--- config.mk ---
export PLATFORM = sky130hd
export DESIGN_NAME = cube_map_face_select
export DESIGN_NICKNAME = d
export VERILOG_FILES = /design/src/rtl/cmfs_pkg.sv /design/src/rtl/cube_map_face_select.sv
export SDC_FILE = /design/constraint.sdc
export NUM_CORES = 2
export LEC_CHECK = 0
export BUFFER_PORTS_ARGS = -buffer_cell sky130_fd_sc_hd__buf_2
export CORE_AREA = 2 2 447 449
export CTS_CLUSTER_DIAMETER = 50
export DETAILED_ROUTE_END_ITERATION = 10
export DIE_AREA = 0 0 449 451
export GPL_ROUTABILITY_DRIVEN = 0
export PLACE_DENSITY_LB_ADDON = 0.1
export SETUP_SLACK_MARGIN = 0.02
export SLEW_MARGIN = 20
export SYNTH_ARGS = -nofsm -noshare
export SYNTH_HDL_FRONTEND = slang
export SYNTH_SLANG_ARGS = --single-unit
export TNS_END_PERCENT = 5
--- constraint.sdc ---
create_clock -name clk -period 11.5 [get_ports clk]
set_clock_uncertainty 0.1 [all_clocks]
set_input_delay 2.3 -clock clk [delete_from_list [all_inputs] [get_ports clk]]
set_output_delay 2.3 -clock clk [all_outputs]
set_load 0.005 [all_outputs]
--- src/rtl/cmfs_pkg.sv ---
// ----------------------------------------------------------------------------
// cmfs_pkg: shared definitions for the cube-map face selector
// Face codes and the bit positions of the result flags carried in tuser.
// ----------------------------------------------------------------------------
package cmfs_pkg;

  typedef logic [2:0] face_t;

  localparam face_t FACE_POS_X = 3'd0;
  localparam face_t FACE_NEG_X = 3'd1;
  localparam face_t FACE_POS_Y = 3'd2;
  localparam face_t FACE_NEG_Y = 3'd3;
  localparam face_t FACE_POS_Z = 3'd4;
  localparam face_t FACE_NEG_Z = 3'd5;

  localparam int FACE_BITS = 3;

  // Bit positions inside out_tuser.
  localparam int USER_FALLBACK = 0;
  localparam int USER_ZERO_DIR = 1;
  localparam int USER_BITS     = 2;

endpackage

--- src/rtl/cube_map_face_select.sv ---
// ----------------------------------------------------------------------------
// cube_map_face_select: cube-map face selection and face-coordinate projection
// Picks the major axis of a direction vector and projects the two minor
// components onto that face as unsigned fixed-point coordinates.
// ----------------------------------------------------------------------------
// Usage:
//   The in_ channel carries one direction word: dir_x, dir_y and dir_z, each a
//   signed COMPONENT_BITS value. The out_ channel returns one word per input:
//   face and tex_u, tex_v in tdata, fallback and zero_direction in tuser.
//   cfg_wr_en with cfg_wr_data sets faces_loaded; write it only while idle.
//   While faces_loaded is 0 every result has fallback set and all else zero.
//   An accepted word passes the input register, the select and offset stages,
//   the divider and the output register. The divider is a restoring array of
//   COORD_BITS + 1 registered stages, one quotient bit per stage, working on
//   u and v side by side; with select, offset, rounding and the input and
//   output registers it gives a one-word-per-cycle pipeline if out_tready is high.
//   Every stage has its own valid bit and loads when empty or when the stage
//   after it can take its word, so a stalled receiver first lets the pipeline
//   close its bubbles; in_tready drops only once all stages are full.
//   Reset clears all valid bits and faces_loaded.
// ----------------------------------------------------------------------------
module cube_map_face_select
  import cmfs_pkg::*;
#(
  parameter int COMPONENT_BITS = 16,
  parameter int COORD_BITS     = 16
) (
  input  logic                                          clk,
  input  logic                                          rst_n,
  input  logic                                          cfg_wr_en,
  input  logic                                          cfg_wr_data,
  input  logic                                          in_tvalid,
  output logic                                          in_tready,
  // Fields from bit 0 up: dir_x, dir_y, dir_z, zero fill.
  input  logic [((3*COMPONENT_BITS+7)/8)*8-1:0]         in_tdata,
  output logic                                          out_tvalid,
  input  logic                                          out_tready,
  // Fields from bit 0 up: face, tex_u, tex_v, zero fill.
  output logic [((FACE_BITS+2*COORD_BITS+7)/8)*8-1:0]   out_tdata,
  // Fields from bit 0 up: fallback, zero_direction.
  output logic [USER_BITS-1:0]                          out_tuser
);

  localparam int CB     = COMPONENT_BITS;
  localparam int C      = COORD_BITS;
  localparam int OUT_W  = ((FACE_BITS + 2*C + 7) / 8) * 8;
  localparam int PAD_W  = OUT_W - FACE_BITS - 2*C;

  logic faces_loaded_r;

  always_ff @(posedge clk) begin
    if (!rst_n) begin
      faces_loaded_r <= 1'b0;
    end else if (cfg_wr_en) begin
      faces_loaded_r <= cfg_wr_data;
    end
  end

  // Ready chain: a stage loads when it is empty or its successor loads.
  logic s0_rdy, s1_rdy, s2_rdy, o_rdy;
  logic dv_rdy [C+1];

  // Stage 0: captured input.
  logic          s0_v_r;
  logic [CB-1:0] s0_x_r, s0_y_r, s0_z_r;
  logic          s0_fb_r;

  assign s0_rdy    = !s0_v_r || s1_rdy;
  assign in_tready = s0_rdy;

  always_ff @(posedge clk) begin
    if (!rst_n) begin
      s0_v_r <= 1'b0;
    end else if (s0_rdy) begin
      s0_v_r <= in_tvalid;
    end
  end

  always_ff @(posedge clk) begin
    if (s0_rdy && in_tvalid) begin
      s0_x_r  <= in_tdata[CB-1:0];
      s0_y_r  <= in_tdata[2*CB-1:CB];
      s0_z_r  <= in_tdata[3*CB-1:2*CB];
      s0_fb_r <= !faces_loaded_r;
    end
  end

  // Stage 1: major axis, face, magnitude and signed minor components.
  logic          s1_v_r;
  face_t         s1_face_r;
  logic [CB-1:0] s1_m_r;
  logic [CB:0]   s1_sc_r, s1_tc_r;
  logic          s1_fb_r;

  logic [CB-1:0] ax, ay, az;
  logic [CB:0]   xe, ye, ze, nxe, nye, nze;
  face_t         face_nxt;
  logic [CB-1:0] m_nxt;
  logic [CB:0]   sc_nxt, tc_nxt;

  always_comb begin
    ax  = s0_x_r[CB-1] ? CB'(-s0_x_r) : s0_x_r;
    ay  = s0_y_r[CB-1] ? CB'(-s0_y_r) : s0_y_r;
    az  = s0_z_r[CB-1] ? CB'(-s0_z_r) : s0_z_r;
    xe  = {s0_x_r[CB-1], s0_x_r};
    ye  = {s0_y_r[CB-1], s0_y_r};
    ze  = {s0_z_r[CB-1], s0_z_r};
    nxe = -xe;
    nye = -ye;
    nze = -ze;
    priority if (ax >= ay && ax >= az) begin
      m_nxt  = ax;
      tc_nxt = nye;
      // Positive only when strictly above zero.
      if (!s0_x_r[CB-1] && (s0_x_r != '0)) begin
        face_nxt = FACE_POS_X;
        sc_nxt   = nze;
      end else begin
        face_nxt = FACE_NEG_X;
        sc_nxt   = ze;
      end
    end else if (ay >= az) begin
      m_nxt  = ay;
      sc_nxt = xe;
      if (!s0_y_r[CB-1] && (s0_y_r != '0)) begin
        face_nxt = FACE_POS_Y;
        tc_nxt   = ze;
      end else begin
        face_nxt = FACE_NEG_Y;
        tc_nxt   = nze;
      end
    end else begin
      m_nxt  = az;
      tc_nxt = nye;
      if (!s0_z_r[CB-1] && (s0_z_r != '0)) begin
        face_nxt = FACE_POS_Z;
        sc_nxt   = xe;
      end else begin
        face_nxt = FACE_NEG_Z;
        sc_nxt   = nxe;
      end
    end
  end

  assign s1_rdy = !s1_v_r || s2_rdy;

  always_ff @(posedge clk) begin
    if (!rst_n) begin
      s1_v_r <= 1'b0;
    end else if (s1_rdy) begin
      s1_v_r <= s0_v_r;
    end
  end

  always_ff @(posedge clk) begin
    if (s1_rdy && s0_v_r) begin
      s1_face_r <= face_nxt;
      s1_m_r    <= m_nxt;
      s1_sc_r   <= sc_nxt;
      s1_tc_r   <= tc_nxt;
      s1_fb_r   <= s0_fb_r;
    end
  end

  // Stage 2: shift the minor components into [0, 2m] and form the divisor 2m.
  logic          s2_v_r;
  face_t         s2_face_r;
  logic [CB-1:0] s2_m_r;
  logic [CB:0]   s2_d_r, s2_nu_r, s2_nv_r;
  logic          s2_zero_r, s2_fb_r;

  assign s2_rdy = !s2_v_r || dv_rdy[0];

  always_ff @(posedge clk) begin
    if (!rst_n) begin
      s2_v_r <= 1'b0;
    end else if (s2_rdy) begin
      s2_v_r <= s1_v_r;
    end
  end

  always_ff @(posedge clk) begin
    if (s2_rdy && s1_v_r) begin
      s2_face_r <= s1_face_r;
      s2_m_r    <= s1_m_r;
      s2_d_r    <= {s1_m_r, 1'b0};
      s2_nu_r   <= s1_sc_r + {1'b0, s1_m_r};
      s2_nv_r   <= s1_tc_r + {1'b0, s1_m_r};
      s2_zero_r <= (s1_m_r == '0);
      s2_fb_r   <= s1_fb_r;
    end
  end

  // Divider stages: one quotient bit of num * 2^C / 2m per stage, for u and v.
  logic          dv_v_r    [C+1];
  face_t         dv_face_r [C+1];
  logic [CB-1:0] dv_m_r    [C+1];
  logic [CB:0]   dv_d_r    [C+1];
  logic [CB:0]   dv_ru_r   [C+1];
  logic [CB:0]   dv_rv_r   [C+1];
  logic [C:0]    dv_qu_r   [C+1];
  logic [C:0]    dv_qv_r   [C+1];
  logic          dv_zero_r [C+1];
  logic          dv_fb_r   [C+1];

  for (genvar k = 0; k <= C; k++) begin : g_div
    logic          p_v;
    face_t         p_face;
    logic [CB-1:0] p_m;
    logic [CB:0]   p_d, p_ru, p_rv;
    logic [C:0]    p_qu, p_qv;
    logic          p_zero, p_fb, nx_rdy;
    logic [CB+1:0] tu, tv, dd;
    logic          bu, bv;

    if (k == 0) begin : g_first
      assign p_v    = s2_v_r;
      assign p_face = s2_face_r;
      assign p_m    = s2_m_r;
      assign p_d    = s2_d_r;
      assign p_ru   = s2_nu_r;
      assign p_rv   = s2_nv_r;
      assign p_qu   = '0;
      assign p_qv   = '0;
      assign p_zero = s2_zero_r;
      assign p_fb   = s2_fb_r;
      // The leading bit compares the offset value itself, unshifted.
      assign tu     = {1'b0, p_ru};
      assign tv     = {1'b0, p_rv};
    end else begin : g_next
      assign p_v    = dv_v_r[k-1];
      assign p_face = dv_face_r[k-1];
      assign p_m    = dv_m_r[k-1];
      assign p_d    = dv_d_r[k-1];
      assign p_ru   = dv_ru_r[k-1];
      assign p_rv   = dv_rv_r[k-1];
      assign p_qu   = dv_qu_r[k-1];
      assign p_qv   = dv_qv_r[k-1];
      assign p_zero = dv_zero_r[k-1];
      assign p_fb   = dv_fb_r[k-1];
      assign tu     = {p_ru, 1'b0};
      assign tv     = {p_rv, 1'b0};
    end

    if (k == C) begin : g_last
      assign nx_rdy = o_rdy;
    end else begin : g_mid
      assign nx_rdy = dv_rdy[k+1];
    end

    assign dd        = {1'b0, p_d};
    assign bu        = (tu >= dd);
    assign bv        = (tv >= dd);
    assign dv_rdy[k] = !dv_v_r[k] || nx_rdy;

    always_ff @(posedge clk) begin
      if (!rst_n) begin
        dv_v_r[k] <= 1'b0;
      end else if (dv_rdy[k]) begin
        dv_v_r[k] <= p_v;
      end
    end

    always_ff @(posedge clk) begin
      if (dv_rdy[k] && p_v) begin
        dv_face_r[k] <= p_face;
        dv_m_r[k]    <= p_m;
        dv_d_r[k]    <= p_d;
        dv_ru_r[k]   <= bu ? (CB+1)'(tu - dd) : tu[CB:0];
        dv_rv_r[k]   <= bv ? (CB+1)'(tv - dd) : tv[CB:0];
        dv_qu_r[k]   <= {p_qu[C-1:0], bu};
        dv_qv_r[k]   <= {p_qv[C-1:0], bv};
        dv_zero_r[k] <= p_zero;
        dv_fb_r[k]   <= p_fb;
      end
    end
  end

  // Output stage: round half up (remainder at least m), saturate, special cases.
  logic          o_v_r;
  face_t         o_face_r;
  logic [C-1:0]  o_u_r, o_v_coord_r;
  logic          o_fb_r, o_zero_r;

  logic [C:0]    qu_rnd, qv_rnd;
  logic [C-1:0]  u_sat, v_sat;
  logic [C-1:0]  center;

  assign center = {1'b1, {(C-1){1'b0}}};

  always_comb begin
    qu_rnd = dv_qu_r[C] + (C+1)'(dv_ru_r[C] >= {1'b0, dv_m_r[C]});
    qv_rnd = dv_qv_r[C] + (C+1)'(dv_rv_r[C] >= {1'b0, dv_m_r[C]});
    u_sat  = qu_rnd[C] ? {C{1'b1}} : qu_rnd[C-1:0];
    v_sat  = qv_rnd[C] ? {C{1'b1}} : qv_rnd[C-1:0];
  end

  assign o_rdy = !o_v_r || out_tready;

  always_ff @(posedge clk) begin
    if (!rst_n) begin
      o_v_r <= 1'b0;
    end else if (o_rdy) begin
      o_v_r <= dv_v_r[C];
    end
  end

  always_ff @(posedge clk) begin
    if (o_rdy && dv_v_r[C]) begin
      if (dv_fb_r[C]) begin
        o_face_r    <= FACE_POS_X;
        o_u_r       <= '0;
        o_v_coord_r <= '0;
        o_fb_r      <= 1'b1;
        o_zero_r    <= 1'b0;
      end else if (dv_zero_r[C]) begin
        o_face_r    <= dv_face_r[C];
        o_u_r       <= center;
        o_v_coord_r <= center;
        o_fb_r      <= 1'b0;
        o_zero_r    <= 1'b1;
      end else begin
        o_face_r    <= dv_face_r[C];
        o_u_r       <= u_sat;
        o_v_coord_r <= v_sat;
        o_fb_r      <= 1'b0;
        o_zero_r    <= 1'b0;
      end
    end
  end

  assign out_tvalid = o_v_r;
  if (PAD_W > 0) begin : g_pad
    assign out_tdata = {{PAD_W{1'b0}}, o_v_coord_r, o_u_r, o_face_r};
  end else begin : g_nopad
    assign out_tdata = {o_v_coord_r, o_u_r, o_face_r};
  end
  assign out_tuser[USER_FALLBACK] = o_fb_r;
  assign out_tuser[USER_ZERO_DIR] = o_zero_r;

  // A fallback word carries nothing else.
  a_fallback_clean: assert property (@(posedge clk) disable iff (!rst_n)
    out_tvalid && out_tuser[USER_FALLBACK] |->
      out_tdata == '0 && !out_tuser[USER_ZERO_DIR])
    else $error("fallback word with nonzero fields");

  // The all-zero vector falls to -X by the tie rule and sits at face center.
  a_zero_center: assert property (@(posedge clk) disable iff (!rst_n)
    out_tvalid && out_tuser[USER_ZERO_DIR] |->
      out_tdata[FACE_BITS-1:0] == FACE_NEG_X &&
      out_tdata[FACE_BITS+C-1:FACE_BITS] == center &&
      out_tdata[FACE_BITS+2*C-1:FACE_BITS+C] == center)
    else $error("zero direction word not centered on -X");

  a_face_range: assert property (@(posedge clk) disable iff (!rst_n)
    out_tvalid |-> out_tdata[FACE_BITS-1:0] <= FACE_NEG_Z)
    else $error("face code out of range");

  // With the output register empty every stage can move, so input is open.
  a_ready_when_drained: assert property (@(posedge clk) disable iff (!rst_n)
    !out_tvalid |-> in_tready)
    else $error("input stalled while output register is empty");

endmodule

After elaboration in Yosys (flattened, before gate mapping) --
Memory sizes are Yosys's and may differ from the RTL's. A register that Yosys moved wholly into a read port is not among the register bits. Cells that the tools add are included.
Cells by class: multipliers 0, div/mod/pow operators 0, equality and inequality tests 0, reduce and logical (&&, ||, !) cells 76, add/subtract/negate cells 44, mux-type cells 160, bitwise gates (word level) 17, shift-type cells 0, $lt $le $gt $ge 39
Operators with widths (number):
- 17-bit 2-to-1 mux | 41
- 17-bit subtractor | 34
- 18-bit by 17-bit greater-or-equal comparator with 1-bit output | 32
- 16-bit 2-to-1 mux | 9
- 1-bit 2-to-1 mux | 108
- 17-bit negation | 3
- 16-bit greater-or-equal comparator | 3
- 16-bit negation | 3
- 16-bit nonzero test | 3
- 17-bit by 1-bit adder with 17-bit output | 2
- 17-bit by 16-bit adder with 17-bit output | 2
- 17-bit by 16-bit greater-or-equal comparator with 1-bit output | 2
- 17-bit greater-or-equal comparator | 2
- 1-bit logical AND | 25
- 1-bit logical NOT | 25
- 1-bit logical OR | 21
- 1-bit bitwise OR | 17
- 16-bit logical NOT | 1
- 3-bit 2-to-1 mux | 2
- 2-bit OR reduction | 1
Storage, ports and cells: register bits after elaboration 197, bits of input ports 54, latch bits 0, memory bits (writable) 1819, ROM bits 0, memories 10, logic and storage cells 372
Memory list:
- dv_d_r | depth 17, bits a word 17, rd ports 16, clocked after memory_dff 0, write ports 17, line cube_map_face_select.sv:198 | logic [CB:0] dv_d_r [C+1];
- dv_qu_r | depth 17, bits a word 17, rd ports 17, clocked after memory_dff 0, write ports 17, line cube_map_face_select.sv:201 | logic [C:0] dv_qu_r [C+1];
- dv_qv_r | depth 17, bits a word 17, rd ports 17, clocked after memory_dff 0, write ports 17, line cube_map_face_select.sv:202 | logic [C:0] dv_qv_r [C+1];
- dv_ru_r | depth 17, bits a word 17, rd ports 17, clocked after memory_dff 0, write ports 17, line cube_map_face_select.sv:199 | logic [CB:0] dv_ru_r [C+1];
- dv_rv_r | depth 17, bits a word 17, rd ports 17, clocked after memory_dff 0, write ports 17, line cube_map_face_select.sv:200 | logic [CB:0] dv_rv_r [C+1];
- dv_m_r | depth 17, bits a word 16, rd ports 17, clocked after memory_dff 0, write ports 17, line cube_map_face_select.sv:197 | logic [CB-1:0] dv_m_r [C+1];
- 4 more memories

Longest topological paths before layout --
depth after elaboration 23, depth in mapped cells 19, mapped depth without buffers 18

Worst setup path after synthesis --
No wires, ideal clock.
path type input-to-reg, start point input port out_tready, end point memory dv_v_r[14] (data pin), setup slack 2.106 ns, arrival time 9.117 ns, stages 3, cell sequence and4b_1 > a21boi_0 > and2_1
RTL lines:
- start, declared | line cube_map_face_select.sv:37 | input logic out_tready,
- end, declared | line cube_map_face_select.sv:195 | logic dv_v_r [C+1];

Worst setup path after layout --
start point input port out_tready, end point output port in_tready
On the way: longest elaborated chain between the ends 21
Ends and longest elaborated chain:
- 1-bit logical OR | line cube_map_face_select.sv:298 | assign o_rdy = !o_v_r || out_tready;
- 1-bit logical OR (17 in series) | line cube_map_face_select.sv:254 | assign dv_rdy[k] = !dv_v_r[k] || nx_rdy;
- 1-bit logical OR | line cube_map_face_select.sv:172 | assign s2_rdy = !s2_v_r || dv_rdy[0];
- 1-bit logical OR | line cube_map_face_select.sv:145 | assign s1_rdy = !s1_v_r || s2_rdy;
- 1-bit logical OR | line cube_map_face_select.sv:68 | assign s0_rdy = !s0_v_r || s1_rdy;
- end, declared | line cube_map_face_select.sv:33 | output logic in_tready,
No other way between the ends.

==> impl_metrics.py <==
metrics = {
    "die": {
        "fp.dieH_um": 451,
        "io_pins": 98,
        "die_w_um": 449,
        "coreArea_sq_mm": 0.1982,
        "num_rows": 164,
        "die_area_sq_mm": 0.2025,
        "start_util_pct": 41.70,
    },
    "critical_path": {
        "path_cells": "buf_2 -> and4b_1 -> buf_4 -> and3_1 -> nand3_1 -> nor4_2 -> buf_4 -> and3_1 -> nand2_1 -> buf_2",
        "critPathKind": "input port to primary output",
        "endpoint_kind": "primary output",
        "cp.buffers_inverters": 4,
        "timing.rr.end": "s1_sc_r[13]$_DFFE_PP_",
        "worst_path_max_delay_cell": "and3_1",
        "required_ns": 9.10,
        "rr_startpoint": "s0_y_r[0]$_DFFE_PP_",
        "cp.depth": 10,
        "max_stage_delay_ns": 0.42,
        "startpoint": "out_tready",
        "rr_worst_depth": 16,
        "startpoint_type": "input port",
        "path_max_fanout": 7,
        "arrival_ns": 4.79,
        "r2r_setup_slack_ns": 5.91,
        "path_delay_family": "simple AND/OR/NAND/NOR gates",
        "crit_end": "in_tready",
    },
    "global_routing": {
        "grt_pass1_vias": 53249,
        "grt_start_max_net_pins": 88,
        "grt_pass1_wl_um": 316200,
        "track_usage_pct": 19.99,
        "antenna_found_initial": 7,
        "grt_remaining_overflow": 0,
    },
    "clock_tree": {
        "clk_pin_slew_ns": 0.05,
        "clkLatencyLatePin_ns": 0.82,
        "cts_inserted_buffers": 188,
        "htreeDepth": 4,
        "post_cts_resized": 0,
        "postCtsSetupBuffers": 0,
        "cts_tree": "built",
        "cts_root_buf": "clkbuf_16",
        "cts_hold_buffers": 0,
        "clockBufferDepth": 3,
        "cts.sinks": 1426,
    },
    "placed_design": {
        "dpl.hpwl_um": 159700,
        "dp_slack_ns": 4.342,
        "portBuffers": 92,
        "dp_cells": 9734,
    },
    "cells_and_area": {
        "nets": 8026,
        "fillers": 18030,
        "layout-drive-gt1-share_pct": 11.50,
        "layout_common_cells": "edfxtp_1, ha_1, inv_1, nor2_1, a21oi_1",
        "seq_area_sq_mm": 0.04276,
        "final_cells": 10084,
        "synthToLayoutAreaGrowth_pct": 12.13,
        "multi_input_area_sq_mm": 0.03754,
        "final_common_cell": "edfxtp_1",
        "final_util_pct": 46.75,
    },
    "route": {
        "wl_per_cell_um": 20.45,
        "drt_iter0_drc": 4290,
        "drc_errors": 0,
        "drt_first_pass_iters": 6,
        "ant_nets": 0,
        "vias": 55395,
        "viasPerCell": 5.493,
        "finalWirelength_um": 206200,
    },
    "timing": {
        "worst_pin_slew_ns": 1.149,
        "max_slew_margin_pct": 22.38,
        "finalCritPeriodShare_pct": 62.50,
        "drv_slew": 0,
        "tns_ns": 0,
        "max_freq_mhz": 139.1,
        "post-route-min-period_ns": 7.187,
        "setup_viol": 0,
        "fin_ws_ns": 4.313,
        "rsz0062_at_grt": "false",
        "finalHoldViolCount": 0,
    },
    "run_status": {
        "outcome": "completed",
    },
    "yosys": {
        "synth_cell_type_count": 85,
        "synth_fa_ha_area_share_pct": 10.97,
        "synth-compound-area-share_pct": 14.18,
        "synth-seq-area-share_pct": 51.74,
        "ys_ff_latch": 1426,
        "avgSynthCellArea_sq_um": 11.71,
        "ys_warn_count": 0,
        "ys.flop_type": "edfxtp_1",
        "async_reset_ff_share_pct": 0,
        "synthXorXnorAreaFrac_pct": 4.684,
        "synth-edff-count": 1420,
        "yosys.area_share.simple_pct": 9.940,
        "synthMuxAreaShare_pct": 5.244,
        "netlist_area_sq_mm": 0.08265,
        "synth_top_family_by_area": "compound AO/OA/AOI/OAI gates",
        "postSynthCellCount": 7060,
    },
    "min_path": {
        "hold_class": "flip-flop to flip-flop",
        "hold_depth": 0,
    },
    "pwr": {
        "p_per_area_mw_per_mm2": 132.5,
        "peakVddDrop_v": 0.0001302,
        "p_total_uw": 12270,
        "p_leak_uw": 0.03556,
    },
    "job": {
        "drv_cap": 0,
    },
}
-- final cells by class --
type	count	area share, %
diodes	3	0.008101
clock buffers	228	5.305
clock inverters	118	1.316
inverters	552	2.236
multi-input cells	4961	40.51
flip-flops and latches	1426	46.14
well taps	2656	3.586
repair buffers	140	0.9032
-- worst min path at each step --
stage | start | end | slack [ns]
6_report | dv_qu_r[0][208]$_DFFE_PP_ | dv_qu_r[0][226]$_DFFE_PP_ | 0.27
3_5_place_dp | dv_face_r[9][2]$_DFFE_PP_ | dv_face_r[10][2]$_DFFE_PP_ | 0.30
3_3_place_gp | dv_qu_r[0][175]$_DFFE_PP_ | dv_qu_r[0][193]$_DFFE_PP_ | 0.30
4_1_cts | dv_qu_r[0][208]$_DFFE_PP_ | dv_qu_r[0][226]$_DFFE_PP_ | 0.26
2_1_floorplan | g_div[0].p_face[0]$_DFFE_PP_ | dv_face_r[0][0]$_DFFE_PP_ | 0.30
5_1_grt | dv_qu_r[0][227]$_DFFE_PP_ | dv_qu_r[0][245]$_DFFE_PP_ | 0.29
-- kinds of logic after synthesis --
logic type / after synthesis
simple gates: 1655
buf+inv: 677
xor+xnor: 442
mux: 378
other cells: 1
compound gates: 1778
flops: 1426
fa+ha+maj: 703
-- layer usage --
metal | vias up | GRT usage, % | wire [um]
li1 | 27079 | - | -
met1 | 26823 | 28.02 | 96810
met2 | 1242 | 32.48 | 96080
met3 | 249 | 2.980 | 9283
met4 | 2 | 5.014 | 4055
met5 | - | 0 | 18
-- synthesized netlist by cell type (all sizes together) (117+ instances only) --
master	number	area (sq um)
a21o	140	1051
a21oi	487	2490
edfxtp	1420	42640
ha	667	8346
inv	552	2072
mux2	278	3333
nand2	359	1348
nor2	476	1787
nor2b	117	732.0
o21a	214	1607
o21ai	356	1782
xnor2	275	2409
xor2	167	1463
-- where the power goes --
part / switching [uW] / internal [uW] / total (uW)
Clock: 2370 / 3310 / 5680
Combinational: 442 / 329 / 771
Sequential: 64.2 / 5760 / 5820
Total: 2880 / 9400 / 12300
-- through the flow --
step	area [sq um]	hold WS [ns]
final	92680	0.2737
after global placement	86470	0.3007
after global routing	92670	0.2861
after detailed placement	86470	0.3045
after CTS	92610	0.2648
after floorplan	82660	0.3003
-- worst register-to-register path, delay by kind of cell, from the launching register on --
kind | cells | cell delay [ns]
AND/OR/NAND/NOR | 6 | 2.90
flip-flops | 1 | 0.45
adder cells (fa/ha/maj) | 2 | 0.42
XOR/XNOR | 1 | 0.29
buffers and inverters | 2 | 0.24
AO/OA/AOI/OAI | 5 | 1.03
-- flip-flops by register name, summed over array words and instances (netlist names), 16 cells and up --
register and count:
dv_rv_r 273, s0_y_r 16, dv_face_r 51, dv_fb_r 17
dv_m_r 80, g_div.p_ru 17, o_v_coord_r 16, s0_z_r 16
dv_v_r 17, o_u_r 16, dv_qu_r 153, dv_qv_r 153
dv_d_r 192, g_div.p_rv 17, s0_x_r 16, g_div.p_m 16
s1_m_r 16, dv_ru_r 273, s1_tc_r 17, s1_sc_r 17
dv_zero_r 17
(Power assumes the default switching activity.)
